<file path="src/fcwc_pkg.sv">
// ----------------------------------------------------------------------------
// Flow color wheel coder package
// Shared constants, pipeline latencies, the arctangent table and the wheel ROM.
// ----------------------------------------------------------------------------
package fcwc_pkg;

    localparam int FLOW_BITS_DEF  = 16;
    localparam logic [15:0] MAX_RADIUS_RST = 16'd256;

    localparam int CORDIC_STEPS = 24;
    localparam int CORDIC_W     = 44;
    localparam int CORDIC_SCALE = 41;
    localparam int SQRT_STEPS   = 32;
    localparam int DIV_STEPS    = 16;

    // Pipeline latencies in cycles.
    localparam int RAD_LAT       = 2 + SQRT_STEPS + DIV_STEPS;
    localparam int COR_LAT       = 1 + CORDIC_STEPS;
    localparam int COLOR_RAD_OFS = 4;
    localparam int COLOR_LAT     = 6;
    localparam int PHASE_DLY     = RAD_LAT - COR_LAT - COLOR_RAD_OFS;
    localparam int TOTAL_LAT     = RAD_LAT + COLOR_LAT - COLOR_RAD_OFS;

    localparam logic [5:0] WHEEL_LAST_K = 6'd53;

    localparam logic [31:0] ATAN_TURN [CORDIC_STEPS] = '{
        32'h20000000, 32'h12E4051E, 32'h09FB385B, 32'h051111D4, 32'h028B0D43,
        32'h0145D7E1, 32'h00A2F61E, 32'h00517C55, 32'h0028BE53, 32'h00145F2F,
        32'h000A2F98, 32'h000517CC, 32'h00028BE6, 32'h000145F3, 32'h0000A2F9,
        32'h0000517C, 32'h000028BE, 32'h0000145F, 32'h00000A2F, 32'h00000517,
        32'h0000028B, 32'h00000145, 32'h000000A2, 32'h00000051
    };

    // Wheel entries packed as {blue, green, red}; unused codes read as black.
    localparam logic [23:0] WHEEL_LUT [64] = '{
        24'h0000FF, 24'h0011FF, 24'h0022FF, 24'h0033FF, 24'h0044FF,
        24'h0055FF, 24'h0066FF, 24'h0077FF, 24'h0088FF, 24'h0099FF,
        24'h00AAFF, 24'h00BBFF, 24'h00CCFF, 24'h00DDFF, 24'h00EEFF,
        24'h00FFFF, 24'h00FFD5, 24'h00FFAA, 24'h00FF80, 24'h00FF55, 24'h00FF2B,
        24'h00FF00, 24'h3FFF00, 24'h7FFF00, 24'hBFFF00,
        24'hFFFF00, 24'hFFE800, 24'hFFD100, 24'hFFBA00, 24'hFFA300, 24'hFF8C00,
        24'hFF7400, 24'hFF5D00, 24'hFF4600, 24'hFF2F00, 24'hFF1800,
        24'hFF0000, 24'hFF0013, 24'hFF0027, 24'hFF003A, 24'hFF004E, 24'hFF0062,
        24'hFF0075, 24'hFF0089, 24'hFF009C, 24'hFF00B0, 24'hFF00C4, 24'hFF00D7,
        24'hFF00EB,
        24'hFF00FF, 24'hD500FF, 24'hAA00FF, 24'h8000FF, 24'h5500FF, 24'h2B00FF,
        24'h000000, 24'h000000, 24'h000000, 24'h000000, 24'h000000,
        24'h000000, 24'h000000, 24'h000000, 24'h000000
    };

endpackage

</file>
<file path="src/fcwc_color.sv">
// ----------------------------------------------------------------------------
// Flow color wheel coder color pipeline
// Wheel lookup and blend, saturation by radius and conversion to 8-bit channels.
// ----------------------------------------------------------------------------
module fcwc_color
    import fcwc_pkg::*;
(
    input  logic        clk,
    input  logic        en,
    input  logic [31:0] phase,
    input  logic [15:0] rad,
    input  logic        ok,
    output logic [7:0]  red,
    output logic [7:0]  green,
    output logic [7:0]  blue
);

    logic [37:0] pos;
    logic [5:0]  k_raw;
    logic [5:0]  k0_reg;
    logic [14:0] f_reg;
    logic [23:0] w0;
    logic [23:0] w1;
    logic [15:0] fw;

    logic [22:0] num_reg  [3];
    logic [22:0] num3_reg [3];
    logic [15:0] q0_reg   [3];
    logic [15:0] col_reg  [3];
    logic [15:0] col5_reg [3];
    logic [7:0]  ch_reg   [3];
    logic        ok5_reg;

    assign pos   = 38'(phase) * 38'd54;
    assign k_raw = pos[37:32];

    always_ff @(posedge clk)
    begin
        if (en)
        begin
            k0_reg <= (k_raw > WHEEL_LAST_K) ? WHEEL_LAST_K : k_raw;
            f_reg  <= pos[31:17];
        end
    end

    assign w0 = WHEEL_LUT[k0_reg];
    assign w1 = WHEEL_LUT[k0_reg + 6'd1];
    assign fw = 16'd32768 - {1'b0, f_reg};

    always_ff @(posedge clk)
    begin
        if (en)
        begin
            ok5_reg <= ok;
        end
    end

    for (genvar c = 0; c < 3; c++)
    begin : g_chan
        logic [22:0] num_next;
        logic [31:0] prod;
        logic [23:0] q255;
        logic [23:0] r;
        logic [15:0] sub;
        logic [31:0] m;
        logic [17:0] c3;
        logic [23:0] t;

        assign num_next = fw * w0[8*c +: 8] + f_reg * w1[8*c +: 8];

        // Division by 255: reciprocal estimate, low by at most one.
        assign prod = {1'b0, num_reg[c], 8'd0} + 32'(num_reg[c]);
        assign q255 = {q0_reg[c], 8'd0} - 24'(q0_reg[c]);
        assign r    = 24'(num3_reg[c]) - q255;

        assign sub = 16'd32768 - col_reg[c];
        assign m   = rad * sub;
        assign c3  = {1'b0, col_reg[c], 1'b0} + 18'(col_reg[c]);

        assign t = {col5_reg[c], 8'd0} - 24'(col5_reg[c]);

        always_ff @(posedge clk)
        begin
            if (en)
            begin
                num_reg[c]  <= num_next;
                num3_reg[c] <= num_reg[c];
                q0_reg[c]   <= prod[31:16];
                col_reg[c]  <= (r >= 24'd255) ? (q0_reg[c] + 16'd1) : q0_reg[c];
                col5_reg[c] <= (rad <= 16'd32768) ?
                               16'(32'd32768 - (m >> 15)) : c3[17:2];
                ch_reg[c]   <= ok5_reg ? t[22:15] : 8'd0;
            end
        end
    end

    assign red   = ch_reg[0];
    assign green = ch_reg[1];
    assign blue  = ch_reg[2];

endmodule

</file>
<file path="config.mk">
export PLATFORM = sky130hd
export DESIGN_NAME = fcwc_color
export DESIGN_NICKNAME = d
export VERILOG_FILES = /design/src/fcwc_pkg.sv /design/src/fcwc_color.sv
export SDC_FILE = /design/constraint.sdc
export NUM_CORES = 2
export LEC_CHECK = 0
export BUFFER_PORTS_ARGS = -buffer_cell sky130_fd_sc_hd__buf_4
export CAP_MARGIN = 20
export CELL_PAD_IN_SITES_DETAIL_PLACEMENT = 1
export CELL_PAD_IN_SITES_GLOBAL_PLACEMENT = 2
export CORE_MARGIN = 1.5
export CORE_UTILIZATION = 47
export CTS_CLUSTER_DIAMETER = 30
export DETAILED_ROUTE_END_ITERATION = 16
export MAX_ROUTING_LAYER = met4
export PLACE_DENSITY = 0.95
export SLEW_MARGIN = 20
export SYNTH_ARGS = -nofsm -noshare
export SYNTH_HDL_FRONTEND = slang
export SYNTH_SLANG_ARGS = --single-unit
</file>
<file path="constraint.sdc">
create_clock -name clk -period 22.4 [get_ports clk]
set_input_delay 3.36 -clock clk [delete_from_list [all_inputs] [get_ports clk]]
set_output_delay 3.36 -clock clk [all_outputs]
set_load 0.02 [all_outputs]
</file>
After elaboration in Yosys (flattened, before gate mapping) --
Memory sizes are Yosys's and may differ from the RTL's. Index checks and enable logic that the tools add are counted.
Storage, ports and cells: register bits 22, bits in writable memories 306, memory bits (read-only) 3072, bits of input ports 51, output and inout port bits 24, logic and storage cells 74, memories kept 8
Memories:
- (name not given) | words 64, width 24, read ports 1, clocked after memory_dff 0, write ports 0, RTL line fcwc_color.sv:47 | assign w1 = WHEEL_LUT[k0_reg + 6'd1];
- (name not given) | words 64, width 24, read ports 1, clocked after memory_dff 0, write ports 0, RTL line fcwc_color.sv:46 | assign w0 = WHEEL_LUT[k0_reg];
- num3_reg | words 3, width 23, read ports 3, clocked after memory_dff 0, write ports 3, RTL line fcwc_color.sv:27 | logic [22:0] num3_reg [3];
- num_reg | words 3, width 23, read ports 3, clocked after memory_dff 0, write ports 3, RTL line fcwc_color.sv:26 | logic [22:0] num_reg [3];
- col5_reg | words 3, width 16, read ports 3, clocked after memory_dff 0, write ports 3, RTL line fcwc_color.sv:30 | logic [15:0] col5_reg [3];
- col_reg | words 3, width 16, read ports 3, clocked after memory_dff 0, write ports 3, RTL line fcwc_color.sv:29 | logic [15:0] col_reg [3];
- +2 memories
Cells by class: add/sub/neg operators 29, multiply operators 10, magnitude comparators 7, multiplexer cells 15, bitwise logic cells 2
Operator list (number):
- $add 31x23->32 | 3
- $mux 16 | 6
- $mux 24 | 4
- $sub 16x16->16 const A | 6
- $mul 16x16->31 | 3
- $ge 24x8->1 const B | 3
- $sub 23x24->24 | 3
- $sub 24x16->24 | 3
- $add 23x23->23 | 3
- $mul 15x8->23 | 3
- $mul 16x8->23 | 3
- $sub 23x16->23 | 3
- $add 17x16->18 | 3
- $add 16x1->16 const B | 3
- $mul 32x5->37 const B | 1
- $mux 8 | 3
- $le 16x16->1 const B | 1
- $sub 16x15->16 const A | 1
- $ge 7x7->1 const B | 2
- $not 6->7 | 2
- $add 6x1->6 const B | 1
- $gt 6x6->1 const B | 1
- $mux 1 | 2

Longest topological paths before layout --
word-level depth 7, gate-level depth with buffers 36, depth with buffers taken out 35

Worst setup path after synthesis --
OpenSTA, ideal clock, no wires.
path type in2reg, start input port rad[11], end memory col5_reg[2][15], in the netlist col5_reg[0][47] (data pin), library setup time 0.190 ns, data arrival time 10.190 ns, required time 22.210 ns, path slack 12.020 ns, cell stages on the path 27, path buffers 3, cell sequence clkbuf_1 > clkbuf_1 > nand2_1 > fa_1 > fa_1 > fa_1 > inv_1 > fa_1 > fa_1 > inv_1 > fa_1 > inv_1 > ha_1 > a21o_1 > a21o_1 > a21o_1 > a2111oi_0 > a21oi_1 > xor2_1 > nor4_1 > nor2b_1 > and3_1 > buf_2 > o21a_1 > mux2i_1 > o211ai_1 > a2111oi_2
RTL lines:
- start: declaration | RTL line fcwc_color.sv:11 | input logic [15:0] rad,
- end: declaration | RTL line fcwc_color.sv:30

==> run_results.csv <==
group,metric,value,unit
clock_tree,numCtsBuffers,82,
logic_synthesis,synth_cell_type_count,104,
logic_synthesis,yosysWarnings,0,
grt,grt_max_degree,179,
floorplanning,io_pins,75,
drt,drt_pre_antenna_iters,5,
grt,first_global_vias,65350,
layout,multi_input_area,57180,sq um
sta,setup_viol,0,
sta,max_freq,94.84,MHz
clock_tree,cts_resized,0,
clock_tree,holdBufCountCts,0,
sta,hold_violations,0,
run_status,status,"finished, final reports clean",
logic_synthesis,synth-seq-cells,328,
drt,drc_errors,0,
layout,seqCellArea,9849,sq um
drt,top_layer_used,"met4",
min_path,holdPathStages,0,
min_path,hold_path_class,"reg2reg",
min_path,min_to,"num3_reg[0][24]$_DFFE_PP_",
worst_setup_path,path_max_fanout,49,
layout,fillers,18010,
clock_tree,ctsHtreeMaxLevel,3,
grt,grt_use_total,28.20,%
worst_setup_path,r2r_end,"num_reg[0][68]$_DFFE_PP_",
logic_synthesis,syn_avg_cell_area,9.140,sq um
logic_synthesis,async_reset_ff_share,0,%
sta,skew,0.03510,ns
logic_synthesis,synth_edf_count,328,
drt,vias_per_cell,5.520,
sta,rsz0062_at_grt,"false",
clock_tree,post-cts-setup-buffers,0,
layout,nets,10290,
clock_tree,cts_tree,"done",
worst_setup_path,arrival,10.92,ns
worst_setup_path,worstPathRequired,22.78,ns
worst_setup_path,cp-end-kind,"flop",
sta,slew_viol_final,0,
sta,period_share,47.07,%
layout,drive_above_1_share,5.181,%
grt,grt_first_pass_wirelength,350.5,mm
floorplanning,die_w,401.1,microns
sta,tns,0,ns
worst_setup_path,r2r_start,"k0_reg[0]$_SDFFCE_PN1P_",
grt,antenna_found_initial,2,
place,dp.final_hpwl,167.5,mm
min_path,min_from,"num_reg[0][24]$_DFFE_PP_",
logic_synthesis,ys.flop_type,"edfxtp_1",
logic_synthesis,syn-cell-area,74500,sq um
floorplanning,core-area,156800,sq um
clock_tree,cts_root_buffer,"clkbuf_16",
logic_synthesis,synthCells,8151,
layout,area_growth,7.976,%
logic_synthesis,synth_nets,10330,
worst_setup_path,cp-start-kind,"input port",
drt,num_vias,56540,
place,gp_congestion,0.8852,
floorplanning,dieArea,160900,sq um
floorplanning,start_util,47.53,%
clock_tree,clock_path_buffers,3,
run,drv_cap,0,
drt,wl_met3,7.990,mm
worst_setup_path,worst-r2r-setup-slack,12.17,ns
floorplanning,rows,145,
sta,period_minus_slack,10.54,ns
drt,wl_met1,85.91,mm
drt,drtAntennaViolNets,0,
clock_tree,clock-sinks,328,
grt,globalRouteOverflowTotal,0,
sta,max-slew-margin-rel,19.37,%
worst_setup_path,ff2ff_path_depth,30,
worst_setup_path,startpoint,"rad[11]",
drt,drt_iter0_markers,2974,
worst_setup_path,criticalPathCategory,"in2reg",
sta,timing_worst_slew_pin_value,1.207,ns
place,port_buffers,74,
clock_tree,insertion_delay,0.69,ns
floorplanning,die_h,401.1,microns
drt,routedWlPerCell,20.97,microns
clock_tree,clk_pin_slew,0.05,ns
drt,wl,214.8,mm
drt,route.met2.wl,113.6,mm
logic_synthesis,yosysSeqAreaShare,13.22,%
## placed cells by master, fill, tap and decap left out, types with 41 or more instances in the layout
cell and n:
inv_1 1773, fa_1 1256, nand2_1 1006, ha_1 869, and2_1 580, edfxtp_1 328
xnor2_1 267, a21oi_1 238, nor2_1 233, buf_4 178, o21ai_0 172, nor3_1 106
a21o_1 90, nand3_1 90, xor2_1 86, clkbuf_16 82, nor2b_1 68, o21a_1 46
and3_1 43, a31oi_1 41, nand2b_1 41
## synthesized netlist by cell type (8+ instances only)
cell type / count / area, sq um
mux2i_1: 15 / 150.1
nor2b_1: 68 / 425.4
nor4_1: 29 / 181.4
o21bai_1: 30 / 225.2
nor3_1: 107 / 535.5
o31ai_1: 13 / 97.59
a31oi_1: 43 / 269.0
and2_1: 581 / 3635
a31o_2: 8 / 70.07
or2_2: 17 / 106.4
nand3b_1: 13 / 97.59
clkbuf_1: 281 / 1055
nand4b_1: 9 / 78.83
ha_1: 869 / 10870
fa_1: 1256 / 25140
o211ai_1: 14 / 105.1
nand2_1: 1007 / 3780
nor2_1: 233 / 874.6
a21oi_1: 239 / 1196
nand3_1: 90 / 450.4
a21boi_0: 24 / 180.2
inv_1: 1773 / 6655
o22ai_1: 16 / 100.1
xor2_1: 91 / 797.0
o21a_1: 46 / 345.3
a21o_1: 90 / 675.7
or3_1: 33 / 206.5
or4_1: 11 / 82.58
a2111oi_0: 14 / 122.6
a221oi_1: 9 / 78.83
edfxtp_1: 328 / 9849
o21ai_1: 13 / 65.06
nand4_1: 38 / 237.7
o21ai_0: 173 / 865.8
nand2b_1: 41 / 256.5
o2111ai_1: 10 / 87.58
nor3b_1: 16 / 120.1
a211oi_1: 20 / 150.1
xnor2_1: 298 / 2610
and3_1: 43 / 269.0
## worst max-delay path, stage by stage
cell and delay (ns):
buf_4 0.54, nand2_1 0.19, fa_1 0.54, fa_1 0.52
fa_1 0.53, inv_1 0.06, fa_1 0.51, fa_1 0.51
inv_1 0.05, fa_1 0.48, inv_1 0.04, ha_1 0.32
a21o_1 0.18, o21bai_1 0.16, a2111oi_0 0.53, a221oi_2 0.28
a21oi_1 0.46, nor2b_1 0.25, a32oi_1 0.10, nor2_1 0.45
nand2b_4 0.12, nand2b_4 0.19, nor4_1 0.26, o21a_1 0.20
a211oi_1 0.05
## metal layers
layer | vias to the layer above | track usage [%]
met4 | 0 | 9.586
met5 | - | -
met3 | 451 | 2.637
met2 | 1247 | 50.84
met1 | 29510 | 32.75
li1 | 25330 | -
## metrics by stage
stage	cells	util, %	setup WS, ns	instance area, sq um	hold WS [ns]
6_report	10240	51.32	11.86	80440	0.4564
5_1_grt	10240	51.31	11.39	80430	0.4841
4_1_cts	10240	51.31	11.92	80420	0.4609
3_5_place_dp	10090	49.53	11.20	77640	0.4502
3_3_place_gp	10090	49.53	11.34	77640	0.4445
2_1_floorplan	8151	-	12.02	74500	0.4269
## cell type report
cell class | count | area share [%]
Sequential cell | 328 | 12.24
Clock buffer | 90 | 2.588
Tap cell | 2058 | 3.201
Multi-Input combinational cell | 5750 | 71.09
Inverter | 1775 | 8.283
Timing Repair Buffer | 181 | 1.719
Antenna cell | 2 | 0.006222
Clock inverter | 59 | 0.8679
## how the worst max path moves through the flow
stage | end | depth (start not counted)
5_1_grt | col5_reg[0][15]$_DFFE_PP_ | 27
2_1_floorplan | col5_reg[0][47]$_DFFE_PP_ | 27
6_report | col5_reg[0][15]$_DFFE_PP_ | 25
3_3_place_gp | col5_reg[0][47]$_DFFE_PP_ | 25
3_5_place_dp | col5_reg[0][47]$_DFFE_PP_ | 25
4_1_cts | col5_reg[0][15]$_DFFE_PP_ | 25
## cells by family (layout without fill, tap and decap cells)
kind of cell / after synthesis / after routing / share of synthesized area (%)
buf+inv: 2073 / 2105 / 10.51
flops: 328 / 328 / 13.22
mux: 22 / 22 / 0.3074
compound gates: 854 / 854 / 7.471
fa+ha+maj: 2125 / 2125 / 48.35
xor+xnor: 389 / 389 / 4.573
simple gates: 2360 / 2360 / 15.57
other cells: 0 / 2 / 0
Power is left out: the tool's default activity adds up to more than one toggle a clock period on the data nets, which glitch-free logic cannot reach.
